<file path="config.mk">
export PLATFORM = sky130hd
export DESIGN_NAME = fifo_tie_priority_queue
export DESIGN_NICKNAME = d
export VERILOG_FILES = /design/src/hdl/ftpq_pkg.sv /design/src/hdl/ftpq_ctrl.sv /design/src/hdl/ftpq_dp.sv /design/src/hdl/fifo_tie_priority_queue.sv
export SDC_FILE = /design/constraint.sdc
export NUM_CORES = 1
export LEC_CHECK = 0
export ABC_AREA = 1
export BUFFER_PORTS_ARGS = -buffer_cell sky130_fd_sc_hd__buf_4
export CAP_MARGIN = 25
export CELL_PAD_IN_SITES_DETAIL_PLACEMENT = 1
export CELL_PAD_IN_SITES_GLOBAL_PLACEMENT = 1
export CORE_ASPECT_RATIO = 0.6
export CORE_MARGIN = 2
export CORE_UTILIZATION = 45
export DETAILED_ROUTE_END_ITERATION = 8
export GPL_TIMING_DRIVEN = 0
export MAX_ROUTING_LAYER = met4
export PLACE_DENSITY_LB_ADDON = 0.1
export SLEW_MARGIN = 20
export SYNTH_ARGS = -nofsm -noshare
export SYNTH_HDL_FRONTEND = slang
export SYNTH_HIERARCHICAL = 1
export SYNTH_SLANG_ARGS = --single-unit
export TNS_END_PERCENT = 5
</file>
<file path="constraint.sdc">
create_clock -name i_clk -period 8.9 [get_ports i_clk]
set_input_delay 0.89 -clock i_clk [delete_from_list [all_inputs] [get_ports i_clk]]
set_output_delay 0.89 -clock i_clk [all_outputs]
set_load 0.005 [all_outputs]
</file>
<file path="src/hdl/ftpq_pkg.sv">
// Shared types, codes and defaults for the priority ready queue.
package ftpq_pkg;

    localparam int NUM_SLOTS_DEF = 16;
    localparam int ID_BITS_DEF   = 8;
    localparam int KEY_BITS_DEF  = 8;

    localparam int ACTION_W = 2;
    localparam int FIELD_W  = 8;
    localparam int STATUS_W = 2;
    localparam int OCC_W    = 5;

    typedef enum logic [ACTION_W-1:0] {
        ACT_ADD    = 2'd0,
        ACT_PEEK   = 2'd1,
        ACT_POP    = 2'd2,
        ACT_REMOVE = 2'd3
    } t_action;

    typedef enum logic [STATUS_W-1:0] {
        ST_OK        = 2'd0,
        ST_EMPTY     = 2'd1,
        ST_FULL      = 2'd2,
        ST_NOT_FOUND = 2'd3
    } t_status;

    // controller -> datapath
    typedef struct packed {
        logic load;     // latch request fields, clear search result
        logic idx_clr;  // restart slot counter
        logic rd;       // read slot at counter, advance counter
        logic sweep;    // read belongs to rank fix-up pass
        logic commit;   // apply search result to state
    } t_cmd;

    // datapath -> controller
    typedef struct packed {
        logic idx_last;
        logic need_sweep;
    } t_sts;

endpackage

</file>
<file path="src/hdl/ftpq_ctrl.sv">
// Sequencer for the queue: search pass, commit, rank fix-up pass, response.
module ftpq_ctrl (
    input  logic            i_clk,
    input  logic            i_rst_n,
    input  logic            i_start,
    input  ftpq_pkg::t_sts  i_sts,
    output ftpq_pkg::t_cmd  o_cmd,
    output logic            o_busy,
    output logic            o_done
);

    typedef enum logic [6:0] {
        S_IDLE   = 7'b0000001,
        S_SCAN   = 7'b0000010,
        S_DRAIN  = 7'b0000100,
        S_COMMIT = 7'b0001000,
        S_SWEEP  = 7'b0010000,
        S_FLUSH  = 7'b0100000,
        S_RESP   = 7'b1000000
    } t_state;

    t_state r_state;
    t_state n_state;

    always_comb begin
        n_state       = r_state;
        o_cmd         = '0;
        case (r_state)
            S_IDLE: begin
                if (i_start) begin
                    o_cmd.load    = 1'b1;
                    o_cmd.idx_clr = 1'b1;
                    n_state       = S_SCAN;
                end
            end
            S_SCAN: begin
                o_cmd.rd = 1'b1;
                if (i_sts.idx_last) begin
                    n_state = S_DRAIN;
                end
            end
            S_DRAIN: begin
                n_state = S_COMMIT;
            end
            S_COMMIT: begin
                o_cmd.commit  = 1'b1;
                o_cmd.idx_clr = 1'b1;
                n_state       = i_sts.need_sweep ? S_SWEEP : S_RESP;
            end
            S_SWEEP: begin
                o_cmd.rd    = 1'b1;
                o_cmd.sweep = 1'b1;
                if (i_sts.idx_last) begin
                    n_state = S_FLUSH;
                end
            end
            S_FLUSH: begin
                n_state = S_RESP;
            end
            S_RESP: begin
                n_state = S_IDLE;
            end
            default: begin
                n_state = S_IDLE;
            end
        endcase
    end

    always_ff @(posedge i_clk) begin
        if (!i_rst_n) begin
            r_state <= S_IDLE;
        end else begin
            r_state <= n_state;
        end
    end

    assign o_busy = (r_state != S_IDLE);
    assign o_done = (r_state == S_RESP);

    a_resp_then_idle: assert property (@(posedge i_clk) disable iff (!i_rst_n)
        (r_state == S_RESP) |=> (r_state == S_IDLE))
        else $error("response not followed by idle");

    a_accept_scans: assert property (@(posedge i_clk) disable iff (!i_rst_n)
        (i_start && !o_busy) |=> (r_state == S_SCAN))
        else $error("accepted request did not start search");

    a_state_onehot: assert property (@(posedge i_clk) disable iff (!i_rst_n)
        $onehot(r_state))
        else $error("state register not one-hot");

endmodule

</file>
<file path="src/hdl/ftpq_dp.sv">
// Slot store, search compare, rank fix-up and result registers of the queue.
module ftpq_dp #(
    parameter int NUM_SLOTS = ftpq_pkg::NUM_SLOTS_DEF,
    parameter int ID_BITS   = ftpq_pkg::ID_BITS_DEF,
    parameter int KEY_BITS  = ftpq_pkg::KEY_BITS_DEF
) (
    input  logic                            i_clk,
    input  logic                            i_rst_n,
    input  ftpq_pkg::t_cmd                  i_cmd,
    output ftpq_pkg::t_sts                  o_sts,
    input  logic [ftpq_pkg::ACTION_W-1:0]   i_action,
    input  logic [ftpq_pkg::FIELD_W-1:0]    i_entry_id,
    input  logic [ftpq_pkg::FIELD_W-1:0]    i_priority_req,
    input  logic                            i_cfg_we,
    input  logic                            i_cfg_data,
    output logic [ftpq_pkg::STATUS_W-1:0]   o_status,
    output logic [ftpq_pkg::FIELD_W-1:0]    o_out_id,
    output logic [ftpq_pkg::FIELD_W-1:0]    o_out_priority,
    output logic                            o_now_empty,
    output logic [ftpq_pkg::OCC_W-1:0]      o_occupancy
);

    localparam int RB     = $clog2(NUM_SLOTS);
    localparam int CB     = $clog2(NUM_SLOTS + 1);
    localparam int WORD_W = ID_BITS + KEY_BITS + RB;

    // word layout: {id, key, arrival rank}
    logic [WORD_W-1:0] mem [NUM_SLOTS];

    ftpq_pkg::t_action r_act;
    ftpq_pkg::t_status r_status;
    logic [ID_BITS-1:0]  r_req_id;
    logic [KEY_BITS-1:0] r_req_key;
    logic                r_lvf;
    logic [CB-1:0]       r_count;
    logic [NUM_SLOTS-1:0] r_used;
    logic [RB-1:0]       r_idx;

    logic                r_rd_vld;
    logic                r_rd_sweep;
    logic [RB-1:0]       r_rd_idx;
    logic                r_rd_used;
    logic [WORD_W-1:0]   r_rd_word;

    logic                r_found;
    logic [RB-1:0]       r_sel_idx;
    logic [ID_BITS-1:0]  r_sel_id;
    logic [KEY_BITS-1:0] r_sel_key;
    logic [RB-1:0]       r_sel_rank;

    logic [ID_BITS-1:0]  r_out_id;
    logic [KEY_BITS-1:0] r_out_key;

    logic [ID_BITS-1:0]  rd_id;
    logic [KEY_BITS-1:0] rd_key;
    logic [RB-1:0]       rd_rank;
    logic                key_better;
    logic                better;
    logic                take;
    logic                sweep_we;
    logic                commit_we;
    logic                mem_we;
    logic [RB-1:0]       mem_wa;
    logic [WORD_W-1:0]   mem_wd;

    assign rd_id   = r_rd_word[WORD_W-1 -: ID_BITS];
    assign rd_key  = r_rd_word[RB+KEY_BITS-1 -: KEY_BITS];
    assign rd_rank = r_rd_word[RB-1:0];

    assign key_better = r_lvf ? (rd_key < r_sel_key) : (rd_key > r_sel_key);
    assign better     = (rd_key != r_sel_key) ? key_better : (rd_rank < r_sel_rank);

    always_comb begin
        take = 1'b0;
        case (r_act)
            ftpq_pkg::ACT_ADD:    take = !r_rd_used && !r_found;
            ftpq_pkg::ACT_PEEK,
            ftpq_pkg::ACT_POP:    take = r_rd_used && (!r_found || better);
            ftpq_pkg::ACT_REMOVE: take = r_rd_used && (rd_id == r_req_id)
                                         && (rd_key == r_req_key)
                                         && (!r_found || (rd_rank < r_sel_rank));
            default:              take = 1'b0;
        endcase
        take = take && r_rd_vld && !r_rd_sweep;
    end

    // entries younger than the freed one move up one place
    assign sweep_we  = r_rd_vld && r_rd_sweep && r_rd_used && (rd_rank > r_sel_rank);
    assign commit_we = i_cmd.commit && (r_act == ftpq_pkg::ACT_ADD) && r_found;
    assign mem_we    = commit_we || sweep_we;
    assign mem_wa    = commit_we ? r_sel_idx : r_rd_idx;
    assign mem_wd    = commit_we ? {r_req_id, r_req_key, RB'(r_count)}
                                 : {rd_id, rd_key, rd_rank - 1'b1};

    always_ff @(posedge i_clk) begin
        if (mem_we) begin
            mem[mem_wa] <= mem_wd;
        end
        if (i_cmd.rd) begin
            r_rd_word <= mem[r_idx];
        end
    end

    // request latch, read pipeline and search result
    always_ff @(posedge i_clk) begin
        if (i_cmd.load) begin
            r_act     <= ftpq_pkg::t_action'(i_action);
            r_req_id  <= ID_BITS'(i_entry_id);
            r_req_key <= KEY_BITS'(i_priority_req);
        end
        r_rd_idx  <= r_idx;
        r_rd_used <= r_used[r_idx];
        if (take) begin
            r_sel_idx  <= r_rd_idx;
            r_sel_id   <= rd_id;
            r_sel_key  <= rd_key;
            r_sel_rank <= rd_rank;
        end
    end

    always_ff @(posedge i_clk) begin
        if (!i_rst_n) begin
            r_lvf      <= 1'b1;
            r_count    <= '0;
            r_used     <= '0;
            r_idx      <= '0;
            r_rd_vld   <= 1'b0;
            r_rd_sweep <= 1'b0;
            r_found    <= 1'b0;
            r_status   <= ftpq_pkg::ST_OK;
            r_out_id   <= '0;
            r_out_key  <= '0;
        end else begin
            if (i_cfg_we) begin
                r_lvf <= i_cfg_data;
            end
            if (i_cmd.idx_clr) begin
                r_idx <= '0;
            end else if (i_cmd.rd) begin
                r_idx <= r_idx + 1'b1;
            end
            r_rd_vld   <= i_cmd.rd;
            r_rd_sweep <= i_cmd.sweep;
            if (i_cmd.load) begin
                r_found <= 1'b0;
            end else if (take) begin
                r_found <= 1'b1;
            end
            if (i_cmd.commit) begin
                r_out_id  <= '0;
                r_out_key <= '0;
                case (r_act)
                    ftpq_pkg::ACT_ADD: begin
                        if (r_found) begin
                            r_used[r_sel_idx] <= 1'b1;
                            r_count           <= r_count + 1'b1;
                            r_status          <= ftpq_pkg::ST_OK;
                        end else begin
                            r_status <= ftpq_pkg::ST_FULL;
                        end
                    end
                    ftpq_pkg::ACT_PEEK,
                    ftpq_pkg::ACT_POP: begin
                        if (r_found) begin
                            r_out_id  <= r_sel_id;
                            r_out_key <= r_sel_key;
                            r_status  <= ftpq_pkg::ST_OK;
                            if (r_act == ftpq_pkg::ACT_POP) begin
                                r_used[r_sel_idx] <= 1'b0;
                                r_count           <= r_count - 1'b1;
                            end
                        end else begin
                            r_status <= ftpq_pkg::ST_EMPTY;
                        end
                    end
                    ftpq_pkg::ACT_REMOVE: begin
                        if (r_found) begin
                            r_used[r_sel_idx] <= 1'b0;
                            r_count           <= r_count - 1'b1;
                            r_status          <= ftpq_pkg::ST_OK;
                        end else begin
                            r_status <= ftpq_pkg::ST_NOT_FOUND;
                        end
                    end
                    default: begin
                        r_status <= ftpq_pkg::ST_OK;
                    end
                endcase
            end
        end
    end

    assign o_sts.idx_last   = (r_idx == RB'(NUM_SLOTS - 1));
    assign o_sts.need_sweep = r_found && ((r_act == ftpq_pkg::ACT_POP)
                                          || (r_act == ftpq_pkg::ACT_REMOVE));

    assign o_status       = r_status;
    assign o_out_id       = ftpq_pkg::FIELD_W'(r_out_id);
    assign o_out_priority = ftpq_pkg::FIELD_W'(r_out_key);
    assign o_now_empty    = (r_count == '0);
    assign o_occupancy    = ftpq_pkg::OCC_W'(r_count);

    a_count_matches_used: assert property (@(posedge i_clk) disable iff (!i_rst_n)
        $countones(r_used) == int'(r_count))
        else $error("entry count differs from used slots");

    a_count_bounded: assert property (@(posedge i_clk) disable iff (!i_rst_n)
        int'(r_count) <= NUM_SLOTS)
        else $error("entry count above capacity");

    a_sweep_skips_freed: assert property (@(posedge i_clk) disable iff (!i_rst_n)
        sweep_we |-> (r_rd_idx != r_sel_idx))
        else $error("rank fix-up wrote the freed slot");

endmodule

</file>
<file path="src/hdl/fifo_tie_priority_queue.sv">
// Top level of the priority ready queue with first-in, first-out order on ties.
//
//   channel   direction  handshake                    fields
//   request   in         start & !busy                i_action, i_entry_id, i_priority_req
//   result    out        o_done (one cycle)           o_status, o_out_id, o_out_priority,
//                                                     o_now_empty, o_occupancy
//   config    in         i_cfg_we                     i_cfg_data (lowest_value_first)
//
// Each request reads all NUM_SLOTS slots through the one read port of the slot
// store, one a cycle. Add, peek and misses: scan, drain, commit, then result;
// busy drops in the next cycle. Pop and remove hits add a second pass over all
// slots, then a flush state, that renumbers arrival ranks. Reset (synchronous,
// low) empties the queue and selects smallest-value-first; no clearing pass is
// run. The receiver cannot stall: o_done marks each result for one cycle.
module fifo_tie_priority_queue #(
    parameter int NUM_SLOTS = ftpq_pkg::NUM_SLOTS_DEF,
    parameter int ID_BITS   = ftpq_pkg::ID_BITS_DEF,
    parameter int KEY_BITS  = ftpq_pkg::KEY_BITS_DEF
) (
    input  logic                            i_clk,
    input  logic                            i_rst_n,
    input  logic                            start,
    output logic                            busy,
    input  logic [ftpq_pkg::ACTION_W-1:0]   i_action,
    input  logic [ftpq_pkg::FIELD_W-1:0]    i_entry_id,
    input  logic [ftpq_pkg::FIELD_W-1:0]    i_priority_req,
    input  logic                            i_cfg_we,
    input  logic                            i_cfg_data,
    output logic                            o_done,
    output logic [ftpq_pkg::STATUS_W-1:0]   o_status,
    output logic [ftpq_pkg::FIELD_W-1:0]    o_out_id,
    output logic [ftpq_pkg::FIELD_W-1:0]    o_out_priority,
    output logic                            o_now_empty,
    output logic [ftpq_pkg::OCC_W-1:0]      o_occupancy
);

    ftpq_pkg::t_cmd cmd;
    ftpq_pkg::t_sts sts;

    ftpq_ctrl u_ctrl (
        .i_clk   (i_clk),
        .i_rst_n (i_rst_n),
        .i_start (start),
        .i_sts   (sts),
        .o_cmd   (cmd),
        .o_busy  (busy),
        .o_done  (o_done)
    );

    ftpq_dp #(
        .NUM_SLOTS (NUM_SLOTS),
        .ID_BITS   (ID_BITS),
        .KEY_BITS  (KEY_BITS)
    ) u_dp (
        .i_clk          (i_clk),
        .i_rst_n        (i_rst_n),
        .i_cmd          (cmd),
        .o_sts          (sts),
        .i_action       (i_action),
        .i_entry_id     (i_entry_id),
        .i_priority_req (i_priority_req),
        .i_cfg_we       (i_cfg_we),
        .i_cfg_data     (i_cfg_data),
        .o_status       (o_status),
        .o_out_id       (o_out_id),
        .o_out_priority (o_out_priority),
        .o_now_empty    (o_now_empty),
        .o_occupancy    (o_occupancy)
    );

endmodule

</file>
### Yosys cells after proc, flatten, opt, wreduce, memory -nomap -nowiden

Memory sizes are Yosys's and may differ from the RTL's. A register that Yosys moved wholly into a read port is not among the register bits.
Cells that the tools add are included.

* $add $sub $neg: 4
* $lt $le $gt $ge: 7
* equal/unequal tests: 22
* muxes and demuxes: 40
* bitwise logic cells: 4
* reductions and logical operators: 29

Operators by type and width (number)
* 16-bit two-way mux: 4
* 16-bit case mux with 3 select lines: 1
* 7-bit case mux with 6 select lines: 1
* 8-bit two-way mux: 4
* 7-bit two-way mux: 4
* 20-bit two-way mux: 1
* 5-bit two-way mux: 4
* 16-bit AND: 1
* 8-bit == test: 2
* 16-bit inverter: 1
* 16-bit OR: 1
* 5-bit case mux with 3 select lines: 1
* 1-bit logical AND: 14
* 1-bit two-way mux: 11
* 4-bit by 5-bit less-than comparator with 1-bit output (second input constant): 2
* 8-bit > comparator: 1
* 8-bit less-than comparator: 1
* 2-bit by 1-bit inequality test with 1-bit output (second input constant): 4
* 8-bit inequality test: 1
* 2-bit OR reduction: 4
* 7-bit by 1-bit == test with 1-bit output (second input constant): 1
* 7-bit by 2-bit == test with 1-bit output (second input constant): 1
* 7-bit by 3-bit == test with 1-bit output (second input constant): 1
* 7-bit by 4-bit == test with 1-bit output (second input constant): 1
* 29 further kinds: 39

* register bits after elaboration: 101
* bits in writable memories: 320
* input bits: 23
* output and inout port bits: 26
* word-level logic and storage cells: 127
* memories: 1

Memories
* u_dp.mem: words 16, bits a word 20, read ports 1, clocked after memory_dff 1, wr ports 1, RTL line ftpq_dp.sv:28 `logic [WORD_W-1:0] mem [NUM_SLOTS];`

### Longest topological paths before layout

* word-level depth: 9
* gate-level depth with buffers: 18
* depth with buffers taken out: 18

### By module

Netlist, hierarchy kept.

Modules (own cells, without submodules)
* ftpq_dp: times used 1, cells each 1389, area each 17320.4 µm², seq. area each 12512.0 µm²
* ftpq_ctrl: times used 1, cells each 62, area each 442.9 µm², seq. area each 140.1 µm²

### Least setup slack after synthesis

Ideal clock, no wire load.

* path kind: register -> register
* start: register u_dp.r_rd_word[3], read port of u_dp.mem
* end: memory u_dp/mem[0][0] in the netlist's numbering (enable)
* setup time: 0.397 ns
* arrival: 2.408 ns
* data required time: 8.503 ns
* setup slack: 6.096 ns
* stages on the path, launching flop included: 9
* buffers on the path: 0
* period minus slack after synthesis: 2.804 ns
* cell sequence: edfxtp_1 ha_1 nand2_1 o21bai_1 nand2_1 o21ai_0 o21ai_0 nand3_1 nor2_1

* cells in the longest elaborated chain, start to end: 5

RTL lines
* start: declaration: RTL line ftpq_dp.sv:43 `logic [WORD_W-1:0] r_rd_word;`
* 4-bit > comparator: RTL line ftpq_dp.sv:88 `assign sweep_we = r_rd_vld && r_rd_sweep && r_rd_used && (rd_rank > r_sel_rank);`
* 1-bit logical AND: RTL line ftpq_dp.sv:88
* 1-bit logical OR: RTL line ftpq_dp.sv:90 `assign mem_we = commit_we || sweep_we;`
* 1-bit two-way mux: RTL line ftpq_dp.sv:96 `if (mem_we) begin`
* 1-bit two-way mux (implied by the code): RTL line ftpq_dp.sv:97 `mem[mem_wa] <= mem_wd;`
* end: declaration: RTL line ftpq_dp.sv:28

No other way between the ends.

### Final worst setup path

* start: register u_dp.r_rd_word[2], read port of u_dp.mem
* end: memory u_dp/mem[7][12] in the netlist's numbering (enable)

The elaborated chain is that of the path after synthesis.

==> results.cfg <==
[outcome]
status = completed

[worst_setup_path]
cp_cell_sequence = ha_1 -> nand2_1 -> o21bai_1 -> nand2_1 -> o21ai_0 -> o21ai_0 -> nand3_1 -> nor2_4
crit_required_ns = 9.07
reg2reg_slack_ns = 5.33
crit_fanout = 20
critPathSlowestCell = nor2_4
critical_path_buf_inv_count = 0
crit_path_start_kind = flop
cp_top_family = simple AND/OR/NAND/NOR gates
path_class = flop to flop
slowest_delay_ns = 0.76
crit_arrival_ns = 3.75
end_kind = flop

[yosys]
yosysTopAreaCell = edfxtp_1
ys_types = 45
ys_warn_count = 6
ys_dominant_reg_cell = edfxtp_1
ys_async_sr_fraction_pct = 0
syn_area_per_cell_um2 = 12.2
synth-seq-cells = 441
synth_xor_area_share_pct = 0.542
synth-simple-area-share_pct = 10.5
yosys-top-cells-area = edfxtp_1, dfxtp_1, o21ai_0
synth_common_cells = edfxtp_1, nor2_1, o21ai_0
postSynthCellCount = 1451
syn-cell-area_um2 = 17800
synth-edff-count = 382
muxShareOfSynthArea_pct = 0.317
syn-num-nets = 1497
synth_compound_area_share_pct = 12.3
synth_most_common_cell = edfxtp_1
synth_top_area_share_pct = 64.6
yosys.area_share.adder_pct = 1.66
seq_area_frac_synth_pct = 71.2
synth_top_family_by_area = compound AO/OA/AOI/OAI gates

[sta]
max_freq_mhz = 280
hold_viol_final = 0
post-route-min-period_ns = 3.57
max_slew_margin_pct = 35.6
tns_ns = 0
worst_pin_slew_ns = 0.966
setup_viol = 0
clock_skew_ns = 0.0132
maxSlewViolCount = 0
period_share_pct = 40.1
grt_setup_unrepaired = no
hold_ws_ns = 0.379

[finish]
nNetsFinal = 1606
multi_input_area_um2 = 4680
n_fill_cell = 4042
final-seq-area_um2 = 12700
drive_above_1_share_pct = 12.2
layoutNonFillerInstCount = 2116
areaGrowthSynthToFinish_pct = 15.7

[routing]
drt_first_pass_iters = 5
drc_errors = 0
wl_per_cell_um = 27.0
drtIter0Drc = 1486
vias = 12600
vias_per_cell = 5.95
ant_nets = 0
routed_wl_um = 57200

[floorplanning]
dieArea_um2 = 41100
io-pin-count = 49
start_util_pct = 45.6
fp-row-count = 56
fp.dieH_um = 158
fp.dieW_um = 260
design.core.area_um2 = 39000

[pwr]
swShare_pct = 21.6
cellInternalPower_mw = 3.30
power_density_nw_per_um2 = 205
p_clk_share_pct = 42.8
p_comb_share_pct = 3.8
p_leak_nw = 7.12
ir_drop_mv = 0.167
pwr-share-seq_pct = 53.5
p_switching_mw = 0.909

[clock_network]
root_buffer = clkbuf_16
cts-resized-gates = 0
cts_buffer_depth = 3
numCtsBuffers = 43
clock_latency_ns = 0.56
path_clk_slew_ns = 0.07
htreeDepth = 2
post-cts-setup-buffers = 0
hold_buffers = 0
cts_tree = yes
clock-sinks = 441

[global_routing]
grt_max_degree = 25
grt_first_pass_wirelength_um = 83500
track_usage_pct = 29.1
grt_pass1_vias = 12400
antenna_found_initial = 4
grt-ovfl-total = 0

[placement]
portBuffers = 48
dpl.hpwl_um = 40000
dp.cells = 2036
routabilityCongestion = 0.931

[min_path]
hold_path_class = flop to flop

[run]
max-cap-violations = 0
[metrics by stage]
step	cell area, um2	total power, mW	setup slack [ns]	util, %
3_3_place_gp	18800	2.44	4.04	48.2
3_5_place_dp	19200	2.45	5.37	49.2
4_1_cts	20500	4.24	5.37	52.7
6_report	20500	4.21	5.33	52.7
5_1_grt	20500	4.33	5.20	52.7
2_1_floorplan	17800	2.37	6.10	-
[cell usage in the layout, fill, tap and decap left out, types with 9 or more instances in the layout]
cell type | netlist | layout
a21oi_1 | 35 | 31
a22oi_1 | 16 | 16
a311oi_1 | 14 | 14
buf_4 | 1 | 49
buf_6 | 0 | 9
clkbuf_1 | 65 | 79
clkbuf_16 | 0 | 45
clkinv_2 | 3 | 9
dfxtp_1 | 59 | 59
edfxtp_1 | 382 | 382
ha_1 | 22 | 22
inv_1 | 75 | 74
nand2_1 | 115 | 115
nand3_1 | 51 | 51
nor2_1 | 242 | 226
nor2_4 | 2 | 18
nor3_1 | 9 | 9
o21ai_0 | 199 | 188
o21ai_2 | 1 | 12
o221ai_1 | 36 | 36
o22ai_1 | 49 | 49
[power by group through the flow]
stage	sequential (mW)	clock [mW]	combinational (mW)
5_1_grt	2.25	1.91	0.170
3_3_place_gp	2.30	0	0.143
6_report	2.25	1.80	0.159
4_1_cts	2.25	1.84	0.155
2_1_floorplan	2.29	0	0.0802
3_5_place_dp	2.30	0	0.154
[cell type report]
class,instances,share of cell area [%]
repair buffers,64,2.84
diodes,2,0.0244
clock inverters,18,0.871
flip-flops and latches,441,61.6
plain buffers,76,1.44
clock buffers,59,5.74
well taps,522,3.18
multi-input cells,851,22.8
inverters,83,1.53
[flip-flops by register name, indices dropped and copies added, names as in the netlist, named ones only]
register	count
u_dp/r_lvf	1
u_dp/r_rd_vld	1
u_dp/r_found	1
u_dp/r_rd_idx	4
u_dp/r_rd_used	1
u_dp/r_sel_idx	4
u_dp/r_sel_rank	4
u_ctrl/r_state	7
u_dp/o_out_priority	8
u_dp/r_req_key	8
u_dp/o_out_id	8
u_dp/r_rd_word	20
u_dp/r_req_id	8
u_dp/o_status	2
u_dp/r_sel_key	8
u_dp/r_sel_id	8
u_dp/r_idx	4
u_dp/r_rd_sweep	1
u_dp/mem	320
u_dp/o_occupancy	5
u_dp/r_act	2
[worst paths after layout]
check / start / end / depth (start not counted)
max: u_dp/r_rd_word[2] / u_dp/mem[7][12] / 8
min: u_dp/r_idx[0] / u_dp/r_rd_idx[0] / 0
max reg2reg: u_dp/r_rd_word[2] / u_dp/mem[7][12] / 8
min reg2reg: u_dp/r_idx[0] / u_dp/r_rd_idx[0] / 0
[cell families after synthesis]
family,after synthesis
compound gates,368
xor+xnor,11
fa+ha+maj,23
simple gates,444
buf+inv,159
mux,5
flops,441
[routing by layer]
layer	share of wire [%]	GRT usage, %	vias to the layer above	wire (um)
met4	1.9	6.56	0	1060
li1	-	-	5519	-
met2	43	40.7	487	24400
met3	8.3	5.30	81	4750
met5	0	-	-	0
met1	47	43.8	6504	27000
No activity file was read; power rests on OpenSTA's default activity.
